[config.mk]
export PLATFORM = sky130hd
export DESIGN_NAME = pcds_ctrl
export DESIGN_NICKNAME = d
export VERILOG_FILES = /design/src/design/pcds_pkg.sv /design/src/design/pcds_ctrl.sv
export VERILOG_INCLUDE_DIRS = /design/src /design/src/design
export SDC_FILE = /design/constraint.sdc
export NUM_CORES = 1
export LEC_CHECK = 0
export ABC_CLOCK_PERIOD_IN_PS = 1700
export BUFFER_PORTS_ARGS = -buffer_cell sky130_fd_sc_hd__buf_2
export CORE_MARGIN = 8
export CORE_UTILIZATION = 48
export DETAILED_ROUTE_END_ITERATION = 7
export GPL_ROUTABILITY_DRIVEN = 0
export PLACE_DENSITY = 0.76
export SKIP_LAST_GASP = 1
export SLEW_MARGIN = 20
export SYNTH_ARGS = -nofsm -noshare
export SYNTH_HDL_FRONTEND = slang
export SYNTH_SLANG_ARGS = --single-unit
[constraint.sdc]
create_clock -name aclk -period 1.7 [get_ports aclk]
set_input_delay 0.085 -clock aclk [delete_from_list [all_inputs] [get_ports aclk]]
set_output_delay 0.085 -clock aclk [all_outputs]
set_load 0.005 [all_outputs]
[src/design/point_cloud_depth_splat_unit_assert.svh]
// assertion macros for the depth splat unit
`ifndef POINT_CLOUD_DEPTH_SPLAT_UNIT_ASSERT_SVH
`define POINT_CLOUD_DEPTH_SPLAT_UNIT_ASSERT_SVH
`ifndef SYNTH
// same-cycle implication
`define PCDS_ASSERT_IMP(lbl, ante, cons) \
    lbl: assert property (@(posedge aclk) disable iff (!aresetn) (ante) |-> (cons)) \
        else $error("pcds assertion failed");
// next-cycle implication
`define PCDS_ASSERT_NXT(lbl, ante, cons) \
    lbl: assert property (@(posedge aclk) disable iff (!aresetn) (ante) |=> (cons)) \
        else $error("pcds assertion failed");
`else
`define PCDS_ASSERT_IMP(lbl, ante, cons)
`define PCDS_ASSERT_NXT(lbl, ante, cons)
`endif
`endif

[src/design/pcds_pkg.sv]
package pcds_pkg;

    localparam int PIXEL_COUNT = 524288;
    localparam int ADDR_W      = $clog2(PIXEL_COUNT);
    localparam int MAX_WIDTH   = 1024;
    localparam int MAX_HEIGHT  = 512;
    localparam int DIV_STEPS   = 25;
    localparam int DIV_CNT_W   = $clog2(DIV_STEPS);
    localparam int CFG_IDX_W   = 3;
    localparam int CFG_DATA_W  = 24;
    localparam int S_TDATA_W   = 192;
    localparam int M_TDATA_W   = 192;
    localparam int MAIN_W      = 95;
    localparam int NORMAL_W    = 48;
    localparam int COLOR_W     = 24;

    typedef enum logic [1:0] {
        ACT_SPLAT = 2'd0,
        ACT_READ  = 2'd1,
        ACT_CLEAR = 2'd2,
        ACT_SPARE = 2'd3
    } action_t;

    typedef enum logic [1:0] {
        STAT_STORED  = 2'd0,
        STAT_BEHIND  = 2'd1,
        STAT_OUTSIDE = 2'd2,
        STAT_DONE    = 2'd3
    } status_t;

    typedef enum logic [CFG_IDX_W-1:0] {
        CFG_FOCAL_X  = 3'd0,
        CFG_FOCAL_Y  = 3'd1,
        CFG_CENTER_X = 3'd2,
        CFG_CENTER_Y = 3'd3,
        CFG_WIDTH    = 3'd4,
        CFG_HEIGHT   = 3'd5,
        CFG_MODE     = 3'd6
    } cfg_idx_t;

    typedef enum logic [3:0] {
        S_SWEEP,
        S_IDLE,
        S_DECIDE,
        S_MUL,
        S_DINIT,
        S_DIV,
        S_PROJ,
        S_INDEX,
        S_CHECK,
        S_RD,
        S_COMMIT,
        S_REJ_Z,
        S_REJ_B
    } state_t;

    typedef struct packed {
        logic [1:0]        action;
        logic [31:0]       in_x;
        logic [31:0]       in_y;
        logic [31:0]       in_z;
        logic [15:0]       in_normal_x;
        logic [15:0]       in_normal_y;
        logic [15:0]       in_normal_z;
        logic              normal_present;
        logic [23:0]       in_color;
        logic              color_present;
        logic [ADDR_W-1:0] pixel_addr;
    } item_t;

    typedef struct packed {
        logic [1:0]        status;
        logic [ADDR_W-1:0] out_pixel;
        logic [31:0]       out_x;
        logic [31:0]       out_y;
        logic [30:0]       out_depth;
        logic [15:0]       out_normal_x;
        logic [15:0]       out_normal_y;
        logic [15:0]       out_normal_z;
        logic [23:0]       out_color;
    } result_t;

    typedef struct packed {
        logic sweep;
        logic accept;
        logic mul;
        logic div_init;
        logic div_step;
        logic proj;
        logic index;
        logic rd;
        logic commit;
        logic reject;
        logic reject_bounds;
    } cmd_t;

    typedef struct packed {
        logic sweep_last;
        logic is_splat;
        logic is_ortho;
        logic z_bad;
        logic bounds_ok;
        logic out_free;
    } stat_t;

endpackage

[src/design/pcds_ctrl.sv]
`include "point_cloud_depth_splat_unit_assert.svh"

module pcds_ctrl (
    input  logic            aclk,
    input  logic            aresetn,
    input  logic            in_valid,
    output logic            in_ready,
    input  pcds_pkg::stat_t st,
    output pcds_pkg::cmd_t  cmd
);

    pcds_pkg::state_t                   state_reg, state_next;
    logic [pcds_pkg::DIV_CNT_W-1:0]     div_cnt_reg, div_cnt_next;

    // state and step counter
    always_ff @(posedge aclk) begin
        if (!aresetn) begin
            state_reg   <= pcds_pkg::S_SWEEP;
            div_cnt_reg <= '0;
        end else begin
            state_reg   <= state_next;
            div_cnt_reg <= div_cnt_next;
        end
    end

    // next state and commands
    always_comb begin
        state_next   = state_reg;
        div_cnt_next = div_cnt_reg;
        cmd          = '0;
        in_ready     = 1'b0;
        case (state_reg)
            pcds_pkg::S_SWEEP: begin
                cmd.sweep = 1'b1;
                if (st.sweep_last) begin
                    state_next = pcds_pkg::S_IDLE;
                end
            end
            pcds_pkg::S_IDLE: begin
                in_ready = 1'b1;
                if (in_valid) begin
                    cmd.accept = 1'b1;
                    state_next = pcds_pkg::S_DECIDE;
                end
            end
            pcds_pkg::S_DECIDE: begin
                if (!st.is_splat) begin
                    state_next = pcds_pkg::S_RD;
                end else if (st.z_bad) begin
                    state_next = pcds_pkg::S_REJ_Z;
                end else if (st.is_ortho) begin
                    state_next = pcds_pkg::S_PROJ;
                end else begin
                    state_next = pcds_pkg::S_MUL;
                end
            end
            pcds_pkg::S_MUL: begin
                cmd.mul    = 1'b1;
                state_next = pcds_pkg::S_DINIT;
            end
            pcds_pkg::S_DINIT: begin
                cmd.div_init = 1'b1;
                div_cnt_next = '0;
                state_next   = pcds_pkg::S_DIV;
            end
            pcds_pkg::S_DIV: begin
                cmd.div_step = 1'b1;
                if (div_cnt_reg == pcds_pkg::DIV_CNT_W'(pcds_pkg::DIV_STEPS - 1)) begin
                    state_next = pcds_pkg::S_PROJ;
                end else begin
                    div_cnt_next = div_cnt_reg + 1'b1;
                end
            end
            pcds_pkg::S_PROJ: begin
                cmd.proj   = 1'b1;
                state_next = pcds_pkg::S_INDEX;
            end
            pcds_pkg::S_INDEX: begin
                cmd.index  = 1'b1;
                state_next = pcds_pkg::S_CHECK;
            end
            pcds_pkg::S_CHECK: begin
                state_next = st.bounds_ok ? pcds_pkg::S_RD : pcds_pkg::S_REJ_B;
            end
            pcds_pkg::S_RD: begin
                cmd.rd     = 1'b1;
                state_next = pcds_pkg::S_COMMIT;
            end
            pcds_pkg::S_COMMIT: begin
                if (st.out_free) begin
                    cmd.commit = 1'b1;
                    state_next = pcds_pkg::S_IDLE;
                end
            end
            pcds_pkg::S_REJ_Z: begin
                if (st.out_free) begin
                    cmd.reject = 1'b1;
                    state_next = pcds_pkg::S_IDLE;
                end
            end
            pcds_pkg::S_REJ_B: begin
                if (st.out_free) begin
                    cmd.reject        = 1'b1;
                    cmd.reject_bounds = 1'b1;
                    state_next        = pcds_pkg::S_IDLE;
                end
            end
            default: begin
                state_next = pcds_pkg::S_IDLE;
            end
        endcase
    end

    `PCDS_ASSERT_NXT(a_div_to_proj, (state_reg == pcds_pkg::S_DIV) && (div_cnt_reg == pcds_pkg::DIV_CNT_W'(pcds_pkg::DIV_STEPS - 1)), state_reg == pcds_pkg::S_PROJ)
    `PCDS_ASSERT_NXT(a_behind_rejected, (state_reg == pcds_pkg::S_DECIDE) && st.is_splat && st.z_bad, state_reg == pcds_pkg::S_REJ_Z)
    `PCDS_ASSERT_NXT(a_outside_rejected, (state_reg == pcds_pkg::S_CHECK) && !st.bounds_ok, state_reg == pcds_pkg::S_REJ_B)
    `PCDS_ASSERT_IMP(a_no_accept_busy, state_reg != pcds_pkg::S_IDLE, !cmd.accept)

endmodule

==> metrics.md <==
| Metric | Value |
|---|---|
| Run status | complete, no violations |
| Core ar. | 0.00165 mm^2 |
| CP max FO | 8 |
| LEAKAGE | 0.445 nW |
| Area Overhead vs Synth | 18.7% |
| Fin crit period | 1.62 ns |
| I/O Pins | 21 |
| Crit. End Element | output port |
| Switching Fraction | 42.6% |
| CTS tree | yes |
| Kind of critical path | flip-flop to output port |
| Final hold violations | 0 |
| GRT Total Usage | 11.8% |
| Final WL | 1.89 mm |
| Yosys top cell area share | 22.2% |
| Post-cts resize count | 0 |
| Syn nets | 111 |
| Initial antenna violation count | 0 |
| Vias in the first global route | 726 |
| Reg clk slew, reported paths | roughly 0.06 ns |
| Sequential share of power | 26.2% |
| Worst-Margin Slew | 0.345 ns |
| Max reg flops | 5 |
| Clock share of power | 14.0% |
| CTS Buffer Depth | 2 |
| Int Power | 0.669 mW |
| Commonest cells in the netlist | nor2_1 (10), dfxtp_1 (9), a21oi_1 (8), nor3_1 (8), nand2b_1 (7) |
| Syn Area/Cell | around 8.1 um^2 |
| Placed Cells | approximately 140 |
| Mapped Cells | 100 |
| Layout cells sized above 1 | a little under a third |
| Number of diodes | 0 |
| Fin crit share | between 90 and 100% |
| Setup violators final | 0 |
| Hold Slack | 0.0866 ns |
| Max Slew Vio Count | 0 |
| Hold crit path type | input pin to flip-flop |
| Number of buffers added on ports | 20 |
| Comb pwr share | 59.8% |
| DR vias/cell | 5.84 |
| First-pass GRT wire length | 3.18 mm |
| Post-synth EDFFs | 0 |
| Maxcap violations | 0 |
| Sequential area share after synthesis | 22.2% |
| Root Buffer | clkbuf_4 |
| Post-CTS Setup Bufs | 0 |
| Initial Util | 49.1% |
| Synth area leaders | dfxtp_1 (22%), nand2b_1 (5.4%), a21oi_1 (4.9%), nor3_1 (4.9%), nor2_1 (4.6%) |
| Worst skew pair latency | 0.26 ns |
| Worst VDD drop | 0.000671 V |
| Number of synthesized register bits | 9 |
| Cell Pwr Density | about 1200 mW/mm^2 |
| Drt wl/cell | 13.4 um |
| Dpl hpwl | 1.48 mm |
| Die H | 57.1 um |
| Drt pass-1 iters | 4 |
| Hold-fix buffers, CTS | 0 |
| Synth area leader | dfxtp_1 |
| Sw Pwr | between 0.4 and 0.5 mW |
| Layout Utilization | 58.3% |
| Rows | 15 |
| Max Clock Freq | 615 MHz |
| # H-tree levels | 1 |
| Antenna viol nets, final | 0 |
| Most numerous cell in the Yosys netlist | nor2_1 |
| CTS sink cnt | 9 |
| Post-Route Skew | 0.00160 ns |
| Mapped cell area | 811 um^2 |
| Crit path launch type | flip-flop |
| Die X | around 57 um |
| Library cells used by synthesis | between 40 and 50 |
| Crit path DAT | roughly 1.5 ns |
| Warning count from the yosys run | 0 |
| Layout Cells excl Fill | 141 |
| Ys async rst share | 0% |
| Initial DRC Count | 12 |
| Vias | 823 |
| WP data required | 1.62 ns |
| Primary FF master, synth | dfxtp_1 |
| Nets | approximately 140 |
| Slew margin rel. | 76.9% |
| Grt ovf | 0 |
| Largest net degree at the start of global routing | 15 |
| # fillers | 159 |
| Post-route DRC | 0 |
| Die ar. | roughly 0.0033 mm^2 |
| Total CTS buffers | 3 |
==> metal layers <==
| metal | up-vias | wire length [um] | track usage, % |
|---|---|---|---|
| met5 | - | 0 | 0 |
| li1 | 410 | - | - |
| met3 | 2 | 68 | 3.99 |
| met4 | 0 | 12 | 4.03 |
| met2 | 18 | 974 | 19.4 |
| met1 | 393 | 836 | 13.8 |
==> path summary, 6_finish.rpt <==
check            startpoint        endpoint  slack (ns)  cells after the start
min reg2reg  div_cnt_reg[4]  div_cnt_reg[4]        0.59                      2
max            state_reg[1]          cmd[1]        0.08                      5
min                 aresetn    state_reg[3]        0.09                      2
max reg2reg  div_cnt_reg[0]  div_cnt_reg[4]        0.08                      6
==> kinds of logic after synthesis <==
kind of cell | after synthesis | synth area share, %
AOI/OAI and AO/OA | 26 | 24.1
DFF | 9 | 22.2
muxes | 3 | 4.32
buffers and inverters | 14 | 9.72
and+or+nand+nor | 46 | 36.6
adders and majority gates | 2 | 3.09
==> cells in the final DEF, fill, tap and decap left out, drive strengths merged, types with 3 or more instances in the layout <==
cell,instances
buf,28
nor2,10
dfxtp,9
nor3,8
a21oi,8
nand2b,7
inv,6
nand3,4
clkbuf,4
and2,3
==> critical path, cell delays in order (launching register included) <==
cell and delay [ns]:
dfxtp_1 0.39, buf_4 0.20, and2b_2 0.20, and2_1 0.15, o211a_1 0.21, buf_2 0.12
==> power by group through the flow <==
| stage | combinational, mW | sequential (mW) | clock (mW) |
|---|---|---|---|
| after CTS | 0.699 | 0.305 | 0.169 |
| final | 0.697 | 0.305 | 0.163 |
| after global placement | 0.679 | 0.308 | 0 |
| after global routing | 0.765 | 0.312 | 0.182 |
| after floorplan | 0.556 | 0.283 | 0 |
| after detailed placement | 0.697 | 0.309 | 0 |
==> metrics by stage <==
stage	instance area [um^2]	TNS (ns)	total power, mW	worst slack, ns
final	962	0	1.17	0.0750
after global routing	962	-0.0123	1.26	-0.00893
after CTS	955	0	1.17	0.0650
after detailed placement	928	0	1.01	0.0908
after global placement	928	0	0.988	0.135
after floorplan	811	0	0.839	0.190
==> layout make-up <==
class,count,area (um^2),share of cell area [%]
sequential,9,180,18.7
clock buffer,4,26.3,2.73
tap,17,21.3,2.21
inverter,6,22.5,2.34
timing repair buffer,28,160,16.6
multi-input combinational,77,552,57.3
No activity file was read; power rests on OpenSTA's default activity.
